<file path="src/rtl/kgq_pkg.sv">
// Package of the gray-level k-means quantizer: sizes, command codes and types.
// Used by the cell, the top level and the checker.
package kgq_pkg;

    localparam int NUM_CLUSTERS   = 6;
    localparam int COUNT_BITS     = 20;
    localparam int MEAN_FRAC_BITS = 8;
    localparam int NUM_INIT_REGS  = 6;

    localparam int PIX_W     = 8;
    localparam int CLUSTER_W = 3;
    localparam int CMD_W     = 2;
    localparam int CFG_IDX_W = 3;
    localparam int MEAN_W    = PIX_W + MEAN_FRAC_BITS;
    localparam int SUM_W     = COUNT_BITS + PIX_W;
    localparam int STEP_W    = $clog2(MEAN_W);

    localparam logic [CMD_W-1:0] CMD_TRAIN  = 2'd0;
    localparam logic [CMD_W-1:0] CMD_QUANT  = 2'd1;
    localparam logic [CMD_W-1:0] CMD_RELOAD = 2'd2;

    localparam logic [PIX_W-1:0] INIT_RESET [NUM_INIT_REGS] =
        '{8'd0, 8'd65, 8'd100, 8'd125, 8'd190, 8'd255};
    localparam logic [PIX_W-1:0] INIT_NO_REG = 8'd255;

    typedef struct packed {
        logic                 valid;
        logic                 found;
        logic [PIX_W-1:0]     pixel;
        logic [MEAN_W-1:0]    delta;
        logic [CLUSTER_W-1:0] idx;
        logic [MEAN_W-1:0]    mean;
    } search_t;

    typedef struct packed {
        logic                 acc;
        logic [CLUSTER_W-1:0] acc_idx;
        logic [PIX_W-1:0]     acc_pixel;
        logic                 reload;
        logic                 div_load;
        logic                 div_step;
        logic                 div_end;
    } cell_ctl_t;

endpackage

</file>
<file path="src/rtl/kgq_cell.sv">
// One cluster of the quantizer: its mean, sum and count, one stage of the
// nearest-mean search chain, and a bit-serial divider for the mean update.
// Depends on kgq_pkg.
module kgq_cell
    import kgq_pkg::*;
(
    input  logic                 clk,
    input  logic                 rst_n,
    input  cell_ctl_t            ctl,
    input  logic [CLUSTER_W-1:0] cell_idx,
    input  logic [PIX_W-1:0]     init_mean,
    input  search_t              search_in,
    output search_t              search_out
);

    logic [MEAN_W-1:0]     mean_reg;
    logic [MEAN_W-1:0]     mean_next;
    logic [SUM_W-1:0]      sum_reg;
    logic [SUM_W-1:0]      sum_next;
    logic [COUNT_BITS-1:0] count_reg;
    logic [COUNT_BITS-1:0] count_next;
    logic [COUNT_BITS-1:0] rem_reg;
    logic [COUNT_BITS-1:0] rem_next;
    logic [MEAN_W-1:0]     low_reg;
    logic [MEAN_W-1:0]     low_next;
    logic [MEAN_W-1:0]     quo_reg;
    logic [MEAN_W-1:0]     quo_next;
    search_t               search_reg;
    search_t               search_next;

    logic [MEAN_W-1:0]     target;
    logic [MEAN_W-1:0]     dist_now;
    logic [COUNT_BITS:0]   trial;
    logic [COUNT_BITS:0]   diff;
    logic                  fits;

    always_comb
    begin
        target   = MEAN_W'(search_in.pixel) << MEAN_FRAC_BITS;
        dist_now = (target >= mean_reg) ? target - mean_reg : mean_reg - target;
        search_next = search_in;
        search_next.found = 1'b1;
        if (!search_in.found || dist_now < search_in.delta)
        begin
            search_next.delta = dist_now;
            search_next.idx   = cell_idx;
            search_next.mean  = mean_reg;
        end
    end

    always_comb
    begin
        trial = {rem_reg, low_reg[MEAN_W-1]};
        diff  = trial - {1'b0, count_reg};
        fits  = trial >= {1'b0, count_reg};

        mean_next  = mean_reg;
        sum_next   = sum_reg;
        count_next = count_reg;
        rem_next   = rem_reg;
        low_next   = low_reg;
        quo_next   = quo_reg;

        if (ctl.reload)
        begin
            mean_next  = MEAN_W'(init_mean) << MEAN_FRAC_BITS;
            sum_next   = '0;
            count_next = '0;
        end
        else if (ctl.acc)
        begin
            if (ctl.acc_idx == cell_idx && count_reg != '1)
            begin
                sum_next   = sum_reg + SUM_W'(ctl.acc_pixel);
                count_next = count_reg + 1'b1;
            end
        end
        else if (ctl.div_load)
        begin
            rem_next = sum_reg[SUM_W-1:PIX_W];
            low_next = MEAN_W'(sum_reg[PIX_W-1:0]) << MEAN_FRAC_BITS;
            quo_next = '0;
        end
        else if (ctl.div_step)
        begin
            rem_next = fits ? diff[COUNT_BITS-1:0] : trial[COUNT_BITS-1:0];
            low_next = low_reg << 1;
            quo_next = {quo_reg[MEAN_W-2:0], fits};
        end
        else if (ctl.div_end)
        begin
            if (count_reg != '0)
            begin
                mean_next = quo_reg;
            end
            sum_next   = '0;
            count_next = '0;
        end
    end

    always_ff @(posedge clk)
    begin
        mean_reg  <= mean_next;
        sum_reg   <= sum_next;
        count_reg <= count_next;
        rem_reg   <= rem_next;
        low_reg   <= low_next;
        quo_reg   <= quo_next;
    end

    always_ff @(posedge clk or negedge rst_n)
    begin
        if (!rst_n)
        begin
            search_reg <= '0;
        end
        else
        begin
            search_reg <= search_next;
        end
    end

    assign search_out = search_reg;

endmodule

</file>
<file path="src/rtl/kmeans_gray_quantizer.sv">
// Gray-level k-means quantizer with six clusters.
// Top level: control sequencer, configuration registers and the row of kgq_cell.
// Depends on kgq_pkg and kgq_cell.
//
// Each pixel item is matched against the six cluster means by a search token
// that walks the row of cells one cell per cycle; the block takes no new item
// until the walk and the control and commit steps are done. The last pixel of
// a train pass is followed by the load, divide and end states of the
// bit-serial dividers in the cells, which produce sixteen quotient bits, one
// per cycle. After reset the block loads the means from the configuration
// registers in its init state before it takes the first item. A finished
// result sits in an output register and the next item is taken while it waits.
module kmeans_gray_quantizer
    import kgq_pkg::*;
(
    input  logic                 clk,
    input  logic                 rst_n,
    input  logic                 in_valid,
    output logic                 in_stall,
    input  logic [CMD_W-1:0]     command,
    input  logic [PIX_W-1:0]     pixel,
    input  logic                 last_of_pass,
    output logic                 out_valid,
    input  logic                 out_stall,
    output logic [CLUSTER_W-1:0] cluster,
    output logic [PIX_W-1:0]     level,
    output logic                 means_updated,
    input  logic                 cfg_we,
    input  logic [CFG_IDX_W-1:0] cfg_index,
    input  logic [PIX_W-1:0]     cfg_data
);

    localparam logic [2:0] ST_INIT   = 3'd0;
    localparam logic [2:0] ST_IDLE   = 3'd1;
    localparam logic [2:0] ST_SEARCH = 3'd2;
    localparam logic [2:0] ST_DONE   = 3'd3;
    localparam logic [2:0] ST_LOAD   = 3'd4;
    localparam logic [2:0] ST_DIV    = 3'd5;
    localparam logic [2:0] ST_END    = 3'd6;

    logic [2:0]           state_reg;
    logic [2:0]           state_next;
    logic [STEP_W-1:0]    step_reg;
    logic [STEP_W-1:0]    step_next;
    logic [CMD_W-1:0]     cmd_reg;
    logic [CMD_W-1:0]     cmd_next;
    logic                 last_reg;
    logic                 last_next;
    logic [PIX_W-1:0]     pixel_reg;
    logic [PIX_W-1:0]     pixel_next;
    logic [CLUSTER_W-1:0] res_idx_reg;
    logic [CLUSTER_W-1:0] res_idx_next;
    logic [MEAN_W-1:0]    res_mean_reg;
    logic [MEAN_W-1:0]    res_mean_next;
    logic                 out_valid_reg;
    logic                 out_valid_next;
    logic [CLUSTER_W-1:0] out_cluster_reg;
    logic [CLUSTER_W-1:0] out_cluster_next;
    logic [PIX_W-1:0]     out_level_reg;
    logic [PIX_W-1:0]     out_level_next;
    logic                 out_upd_reg;
    logic                 out_upd_next;
    logic [PIX_W-1:0]     init_reg [NUM_INIT_REGS];

    logic                 accept;
    logic                 out_free;
    logic                 close_pass;
    cell_ctl_t            ctl;
    search_t              chain [NUM_CLUSTERS+1];
    logic [PIX_W-1:0]     init_mean [NUM_CLUSTERS];

    assign accept     = in_valid && (state_reg == ST_IDLE);
    assign out_free   = !out_valid_reg || !out_stall;
    assign close_pass = (cmd_reg == CMD_TRAIN) && last_reg;

    always_comb
    begin
        chain[0]       = '0;
        chain[0].valid = accept;
        chain[0].pixel = pixel;
    end

    always_comb
    begin
        state_next       = state_reg;
        step_next        = step_reg;
        cmd_next         = cmd_reg;
        last_next        = last_reg;
        pixel_next       = pixel_reg;
        res_idx_next     = res_idx_reg;
        res_mean_next    = res_mean_reg;
        out_valid_next   = out_valid_reg && out_stall;
        out_cluster_next = out_cluster_reg;
        out_level_next   = out_level_reg;
        out_upd_next     = out_upd_reg;
        ctl              = '0;
        ctl.acc_idx      = res_idx_reg;
        ctl.acc_pixel    = pixel_reg;

        case (state_reg)
            ST_INIT:
            begin
                ctl.reload = 1'b1;
                state_next = ST_IDLE;
            end
            ST_IDLE:
            begin
                if (accept)
                begin
                    cmd_next   = command;
                    last_next  = last_of_pass;
                    pixel_next = pixel;
                    state_next = ST_SEARCH;
                end
            end
            ST_SEARCH:
            begin
                if (chain[NUM_CLUSTERS].valid)
                begin
                    res_idx_next  = chain[NUM_CLUSTERS].idx;
                    res_mean_next = chain[NUM_CLUSTERS].mean;
                    state_next    = ST_DONE;
                end
            end
            ST_DONE:
            begin
                if (out_free)
                begin
                    out_valid_next   = 1'b1;
                    out_cluster_next = res_idx_reg;
                    out_level_next   = res_mean_reg[MEAN_W-1 -: PIX_W];
                    out_upd_next     = close_pass;
                    ctl.acc          = (cmd_reg == CMD_TRAIN);
                    ctl.reload       = (cmd_reg == CMD_RELOAD);
                    state_next       = close_pass ? ST_LOAD : ST_IDLE;
                end
            end
            ST_LOAD:
            begin
                ctl.div_load = 1'b1;
                step_next    = '0;
                state_next   = ST_DIV;
            end
            ST_DIV:
            begin
                ctl.div_step = 1'b1;
                step_next    = step_reg + 1'b1;
                if (step_reg == STEP_W'(MEAN_W - 1))
                begin
                    state_next = ST_END;
                end
            end
            ST_END:
            begin
                ctl.div_end = 1'b1;
                state_next  = ST_IDLE;
            end
            default:
            begin
                state_next = ST_INIT;
            end
        endcase
    end

    always_ff @(posedge clk or negedge rst_n)
    begin
        if (!rst_n)
        begin
            state_reg     <= ST_INIT;
            out_valid_reg <= 1'b0;
            for (int i = 0; i < NUM_INIT_REGS; i++)
            begin
                init_reg[i] <= INIT_RESET[i];
            end
        end
        else
        begin
            state_reg     <= state_next;
            out_valid_reg <= out_valid_next;
            for (int i = 0; i < NUM_INIT_REGS; i++)
            begin
                if (cfg_we && cfg_index == CFG_IDX_W'(i))
                begin
                    init_reg[i] <= cfg_data;
                end
            end
        end
    end

    always_ff @(posedge clk)
    begin
        step_reg        <= step_next;
        cmd_reg         <= cmd_next;
        last_reg        <= last_next;
        pixel_reg       <= pixel_next;
        res_idx_reg     <= res_idx_next;
        res_mean_reg    <= res_mean_next;
        out_cluster_reg <= out_cluster_next;
        out_level_reg   <= out_level_next;
        out_upd_reg     <= out_upd_next;
    end

    for (genvar i = 0; i < NUM_CLUSTERS; i++)
    begin : g_cells
        if (i < NUM_INIT_REGS)
        begin : g_reg
            assign init_mean[i] = init_reg[i];
        end
        else
        begin : g_fixed
            assign init_mean[i] = INIT_NO_REG;
        end

        kgq_cell u_cell (
            .clk        (clk),
            .rst_n      (rst_n),
            .ctl        (ctl),
            .cell_idx   (CLUSTER_W'(i)),
            .init_mean  (init_mean[i]),
            .search_in  (chain[i]),
            .search_out (chain[i+1])
        );
    end

    assign in_stall      = (state_reg != ST_IDLE);
    assign out_valid     = out_valid_reg;
    assign cluster       = out_cluster_reg;
    assign level         = out_level_reg;
    assign means_updated = out_upd_reg;

endmodule

</file>
<file path="config.mk">
export PLATFORM = sky130hd
export DESIGN_NAME = kmeans_gray_quantizer
export DESIGN_NICKNAME = d
export VERILOG_FILES = /design/src/rtl/kgq_pkg.sv /design/src/rtl/kgq_cell.sv /design/src/rtl/kmeans_gray_quantizer.sv
export SDC_FILE = /design/constraint.sdc
export NUM_CORES = 2
export LEC_CHECK = 0
export BUFFER_PORTS_ARGS = -buffer_cell sky130_fd_sc_hd__clkbuf_2
export CORE_UTILIZATION = 58
export DETAILED_ROUTE_END_ITERATION = 10
export PLACE_DENSITY = 0.79
export SYNTH_ARGS = -nofsm -noshare
export SYNTH_HDL_FRONTEND = slang
export SYNTH_SLANG_ARGS = --single-unit
</file>
<file path="constraint.sdc">
create_clock -name clk -period 6.1 [get_ports clk]
set_clock_uncertainty 0.15 [all_clocks]
set_input_delay 0.915 -clock clk [delete_from_list [all_inputs] [get_ports clk]]
set_output_delay 0.915 -clock clk [all_outputs]
set_load 0.01 [all_outputs]
</file>
== Yosys cells after proc, flatten, opt, wreduce, memory -nomap -nowiden ==
Index checks and enable logic that the tools add are counted.
Cells by class
  bitwise operators: 4
  reduce and logical (&&, ||, !) cells: 68
  equal/unequal tests: 40
  order comparisons: 17
  add/sub/neg operators: 31
  muxes and demuxes: 129
Operators by type and width (count)
  16-bit 2-to-1 mux: 60
  20-bit 2-to-1 mux: 33
  28-bit 2-to-1 mux: 15
  16-bit subtractor: 12
  28-bit by 8-bit adder with 28-bit output: 6
  35-bit 2-to-1 mux: 4
  21-bit by 20-bit >= comparator with 1-bit output: 6
  20-bit by 1-bit adder with 20-bit output (second input constant): 6
  20-bit inequality test (second input constant): 6
  20-bit nonzero test: 6
  20-bit subtractor: 6
  16-bit >= comparator: 6
  16-bit < comparator: 5
  5-bit AND reduction: 12
  4-bit AND reduction: 7
  2-bit by 1-bit inequality test with 1-bit output (second input constant): 11
  3-bit == test (second input constant): 7
  2-bit nonzero test: 10
  19-bit 2-to-1 mux: 1
  3-bit by 2-bit == test with 1-bit output (second input constant): 6
  3-bit one-hot mux with 6 select lines: 1
  1-bit logical AND: 15
  3-bit 2-to-1 mux: 5
  3-bit by 1-bit == test with 1-bit output (second input constant): 3
  other kinds (16): 40
Storage, ports and cells
  bits of input ports: 27
  output and inout port bits: 14
  word-level logic and storage cells: 382
  bits in registers: 1026

== Depth between registers and ports, before layout ==
  word-level depth: 7
  gate-level depth with buffers: 22
  depth with buffers taken out: 20

== By module ==
A second synthesis with hierarchy kept.
Unflattened totals
  cells, all modules: 5738
  area, all modules: 57328.7 µm²
By module, submodules not included
  kgq_cell (g_cells[2].u_cell ...): instances 3, sequential area each 3808.7 µm², cells each 946, area an instance 9008.6 µm²
  kgq_cell (g_cells[0].u_cell): instances 1, sequential area each 3808.7 µm², cells each 946, area an instance 9013.6 µm²
  kgq_cell (g_cells[5].u_cell): instances 1, sequential area each 3808.7 µm², cells each 875, area an instance 8977.4 µm²
  kgq_cell (g_cells[1].u_cell): instances 1, sequential area each 3808.7 µm², cells each 886, area an instance 8924.8 µm²
  kmeans_gray_quantizer: instances 1, sequential area each 2473.6 µm², cells each 193, area an instance 3387.0 µm²

== Least setup slack after synthesis ==
No wires, ideal clock.
  kind: register to register
  start: reg state_reg[1]
  end: reg g_cells[0].u_cell.low_reg[10], enable pin
  path slack: -0.382 ns
  path buffers: 0
  stages on the path, launching flop included: 3
  data arrival time: 5.717 ns
  clock period less this slack: 6.482 ns
  data required time: 5.335 ns
  library setup time: 0.615 ns
  path through: dfrtp_1 nand2b_1 inv_1
Between the ends
  cells in the longest elaborated chain, start to end: 4
  elaborated cells on any way between the ends: 12
  classes of those cells: 3 x eq/ne; 4 x mux; 2 x bitwise; 3 x reduce/logical
RTL lines
  start, declared: line kmeans_gray_quantizer.sv:41  | logic [2:0] state_reg;
  start signal, assigned: line kmeans_gray_quantizer.sv:178  | state_reg <= state_next;
  3-bit by 2-bit == test with 1-bit output (tied with other cells): line kmeans_gray_quantizer.sv:100  | case (state_reg)
  1-bit one-hot mux with 2 select lines / 1-bit 2-to-1 mux (equally long branches): line kmeans_gray_quantizer.sv:100
  1-bit NOT (no source line) / 2-bit nonzero test (equally long branches)
  3-bit AND reduction (no source line) (*)
  end signal, assigned: line kgq_cell.sv:107  | low_reg <= low_next;
  end, declared: line kgq_cell.sv:24  | logic [MEAN_W-1:0] low_reg;
Mark *: on every way between the ends. The rest lies on a longest branch, timed or not.
A chain may end at the register's enable or synchronous reset.

==> reports/metrics.sh <==
RUN_STATUS='completed'
ARRIVAL_NS=5.71
YS_ASYNC_SR_FRACTION=0.2576
POSTPLACECELLAREA_SQ_MM=0.05244
VIA_COUNT=38520
SYNTH_LARGEST_AREA_CELL='sky130_fd_sc_hd__edfxtp_1'
NETSWITCHINGPOWER_mW=7.179
SYN-MEAN-INSTANCE-AREA_SQ_UM=9.623
GROUTE.USAGE.OVERALL=0.2615
R2R_START='g_cells[1].u_cell.mean_reg[0]'
TIMING_HOLD_VIOLATIONS_FINAL=0
GRT_MAX_DEGREE=133
CP_MAX_FO=29
LAYOUT.FILLER_CELLS=6829
WORSTPATHREQUIRED_NS=6.51
SWITCHING_SHARE=0.3384
CLOCK_TREE.ROOT_CELL='sky130_fd_sc_hd__clkbuf_16'
ROUTED_VIA_DENSITY=5.897
DRT-TOTAL-WL_UM=117300
NUM_IO_PINS=41
CTS-RESIZED-GATES=0
CRITICAL_PATH.REG2REG.ENDPOINT='g_cells[1].u_cell.search_out[27]'
DRV_SLEW=0
REPORT.FINAL.SETUP_VIOL=0
GRT_ANTENNA_BEFORE_REPAIR=1
POSTLAYOUTSETUPSLACKWORST_NS=0.7973
PLACEMENT.IO_BUFFERS=40
SYNTH.YOSYS.WARNINGS=0
POST_ROUTE_CELLS_DRIVE_ABOVE_1_SHARE=0.07960
EDFF_COUNT_SYNTH=350
SYNTH_SIMPLE_GATE_AREA_FRAC=0.1659
FMAX_MHz=188.6
POST-PLACE-WS_NS=0.8887
TOTAL_CTS_BUFFERS=95
R2R_SETUP_SLACK_NS=0.80
CLKLATENCYLATEPIN_NS=0.68
ROUTED_WIRE_LENGTH_PER_INSTANCE_UM=17.95
CTS_NUM_SINKS=924
TIMING.CRITICAL_PATH.TO_TYPE='register'
CTS_POST_SETUP_BUFFERS_INSERTED=0
NUM-NETS-FINAL=5690
DRTPASS1ITERATIONS=7
CAP_VIOLATIONS=0
MUXSHAREOFSYNTHAREA=0.04420
SYNTH_CELL_TYPES=88
SYNTH_SEQ_AREA_SHARE=0.4558
CTSLONGESTPATHBUFFERS=3
MAX-SLEW-MARGIN-REL=0.1955
DOMINANT_COMBINATIONAL_CELL_FAMILY_BY_AREA_AFTER_SYNTHESIS='simple AND/OR/NAND/NOR gates'
POWER_DENSITY_mW_PER_MM2=380.1
YS_FF_LATCH=924
DESIGN.DIE.AREA_SQ_MM=0.08905
DRC_ERRORS=0
CELL_WITH_THE_MOST_INSTANCES_AFTER_SYNTHESIS='sky130_fd_sc_hd__nor2_1'
CORE_AREA_SQ_MM=0.08689
INITIAL_UTILIZATION=0.5865
NUMBER_OF_FLIP_FLOPS_UNDER_THE_LARGEST_REGISTER_NAME=186
SYN-NUM-NETS=5691
YS.FLOP_TYPE='sky130_fd_sc_hd__edfxtp_1'
HPWL_UM=83000
FIRST_ITER_VIOLATIONS=3091
GPL.FINAL_WEIGHTED_CONGESTION=0.8986
WORST-SETUP-PATH-TYPE='register to register'
FIRST_GLOBAL_VIAS=37570
PERIOD_MINUS_SLACK_NS=5.303
INTPOWER_mW=14.03
HOLD_BUFFERS=0
STD_CELL_ROWS=108
TIMING.CRITICAL_PATH.FROM_TYPE='register'
MIN-DELAY-PATH-CLASS='input port to asynchronous set/reset pin'
CLOCK_TREE.HTREE_LEVEL_COUNT=3
POSTSYNTHCELLCOUNT=5295
STATIC-LEAKAGE-POWER_nW=22.60
FIN_UTIL=0.6423
CTS_TREE='built'
SYNTH_AREA_LEADERS='sky130_fd_sc_hd__edfxtp_1, sky130_fd_sc_hd__dfxtp_1, sky130_fd_sc_hd__dfrtp_1, sky130_fd_sc_hd__ha_1, sky130_fd_sc_hd__xnor2_1'
P_COMB_FRAC=0.325
SYNTH.CELLS.MOST_FREQUENT='sky130_fd_sc_hd__nor2_1, sky130_fd_sc_hd__nand2_1, sky130_fd_sc_hd__a21oi_1'
SYNTH_XOR_AREA_FRAC=0.07185
GLOBALROUTE.TOTALOVERFLOW=0
SYNTH-COMPOUND-AREA-SHARE=0.1262
SYNTH_LARGEST_TYPE_AREA_FRACTION=0.2063
WORST_HOLD_SLACK_NS=0.1482
DIE_H_UM=298.4
FRACTION_OF_POWER_CONSUMED_BY_THE_CLOCK_NETWORK=0.292
SYNTH_FA_HA_AREA_FRAC=0.09326
TIMING_WORST_SLEW_PIN_VALUE_NS=1.207
DIE_W_UM=298.4
NETLIST_AREA_SQ_MM=0.05096
SEQ_POWER_SHARE=0.383
ANTENNA_CELLS=0
GRT_FIRST_PASS_WIRELENGTH_UM=190700
LAYOUT_WORST_PATH_CYCLE_SHARE=0.8693
IR_WORST_VDD_V=0.0003273
FIN_SETUP_TNS_NS=0
TIMING.REG2REG.WORST_PATH_DEPTH=15
POST_SYNTHESIS_TO_FINAL_LAYOUT_AREA_GROWTH_PCT=9.520
DRTANTENNAVIOLNETS=0
STDCELL_AREA_SQ_MM=0.05581
RSZ0062_AT_GRT='false'
WORST_PATH_CLK_SLEW_NS=0.06
-- final cells by class --
class	count	area (sq um)	share of cell area
inverters	389	1464	0.02623
repair buffers	91	655.6	0.01175
multi-input cells	3793	25650	0.4597
well taps	1155	1445	0.02590
clock inverters	48	621.8	0.01114
clock buffers	132	2744	0.04917
flip-flops and latches	924	23220	0.4161
-- stage by stage --
stage | total power [mW] | instances
after floorplan | 13.25 | 5295
after global placement | 14.81 | 6352
after detailed placement | 15.03 | 6352
after CTS | 21.27 | 6532
after global routing | 22.40 | 6532
final | 21.21 | 6532
-- how the worst max path moves through the flow --
stage	start	end	slack, ns	cells after the start
6_report	g_cells[1].u_cell.mean_reg[0]	g_cells[1].u_cell.search_out[27]	0.80	15
5_1_grt	g_cells[1].u_cell.mean_reg[0]	g_cells[1].u_cell.search_out[27]	0.54	15
4_1_cts	g_cells[1].u_cell.mean_reg[0]	g_cells[1].u_cell.search_out[27]	0.86	15
3_5_place_dp	g_cells[1].u_cell.mean_reg[0]	g_cells[1].u_cell.search_out[27]	0.89	15
3_3_place_gp	g_cells[1].u_cell.mean_reg[0]	g_cells[1].u_cell.search_out[27]	1.01	15
2_1_floorplan	state_reg[1]	g_cells[0].u_cell.low_reg[10]	0.97	2
-- kinds of logic after synthesis --
logic type / count (synthesis)
AND/OR/NAND/NOR: 1769
AO/OA/AOI/OAI: 1025
flip-flops: 924
buffers and inverters: 578
XOR/XNOR: 418
adder cells (fa/ha/maj): 369
multiplexers: 211
other: 1
-- power by group through the flow --
stage | Sequential (mW) | Combinational (mW) | Clock [mW]
6_report | 8.12 | 6.89 | 6.20
5_1_grt | 8.20 | 7.67 | 6.53
4_1_cts | 8.11 | 6.86 | 6.29
3_5_place_dp | 8.24 | 6.80 | 0
3_3_place_gp | 8.22 | 6.59 | 0
2_1_floorplan | 8.02 | 5.23 | 0
-- per-layer routing --
layer / GRT usage / share of wire
met1: 0.3614 / 0.45
met2: 0.4246 / 0.46
met3: 0.03846 / 0.061
met4: 0.08156 / 0.029
met5: 0 / 0.00014
-- layout by cell type (no fill, tap or decap), types with 22 or more instances in the layout --
cell / n
sky130_fd_sc_hd__nor2_1: 549
sky130_fd_sc_hd__nand2_1: 448
sky130_fd_sc_hd__a21oi_1: 392
sky130_fd_sc_hd__inv_1: 388
sky130_fd_sc_hd__ha_1: 351
sky130_fd_sc_hd__edfxtp_1: 350
sky130_fd_sc_hd__dfxtp_1: 336
sky130_fd_sc_hd__xnor2_1: 301
sky130_fd_sc_hd__dfrtp_1: 213
sky130_fd_sc_hd__o21ai_0: 186
sky130_fd_sc_hd__nand3_1: 147
sky130_fd_sc_hd__xor2_1: 117
sky130_fd_sc_hd__a21o_1: 113
sky130_fd_sc_hd__and2_1: 113
sky130_fd_sc_hd__mux2_2: 111
sky130_fd_sc_hd__clkbuf_16: 101
sky130_fd_sc_hd__nor3_1: 99
sky130_fd_sc_hd__mux2i_1: 99
sky130_fd_sc_hd__nand4_1: 86
sky130_fd_sc_hd__and3_1: 57
sky130_fd_sc_hd__nor4_1: 52
sky130_fd_sc_hd__a22o_1: 52
sky130_fd_sc_hd__buf_4: 46
sky130_fd_sc_hd__or3_1: 41
sky130_fd_sc_hd__clkbuf_2: 39
sky130_fd_sc_hd__nor2b_1: 33
sky130_fd_sc_hd__nand2b_1: 33
sky130_fd_sc_hd__a31oi_1: 29
sky130_fd_sc_hd__o21bai_1: 26
sky130_fd_sc_hd__and4_1: 25
sky130_fd_sc_hd__dfstp_2: 25
sky130_fd_sc_hd__o31ai_1: 24
sky130_fd_sc_hd__o21ai_1: 24
sky130_fd_sc_hd__o211ai_1: 22
-- worst max-delay path, stage by stage, from the launching register on --
cell and delay, ns:
sky130_fd_sc_hd__dfxtp_1 0.34, sky130_fd_sc_hd__inv_1 0.08, sky130_fd_sc_hd__ha_1 0.18, sky130_fd_sc_hd__or3b_1 0.43, sky130_fd_sc_hd__nor4_1 0.26, sky130_fd_sc_hd__or3_1 0.25, sky130_fd_sc_hd__a31o_1 0.56, sky130_fd_sc_hd__mux2_2 0.44
sky130_fd_sc_hd__a211oi_1 0.29, sky130_fd_sc_hd__xnor2_1 0.15, sky130_fd_sc_hd__ha_1 0.31, sky130_fd_sc_hd__nand4_1 0.14, sky130_fd_sc_hd__nor4_1 0.32, sky130_fd_sc_hd__o31a_1 0.52, sky130_fd_sc_hd__buf_4 0.38, sky130_fd_sc_hd__mux2_2 0.38
(Power assumes the default switching activity.)
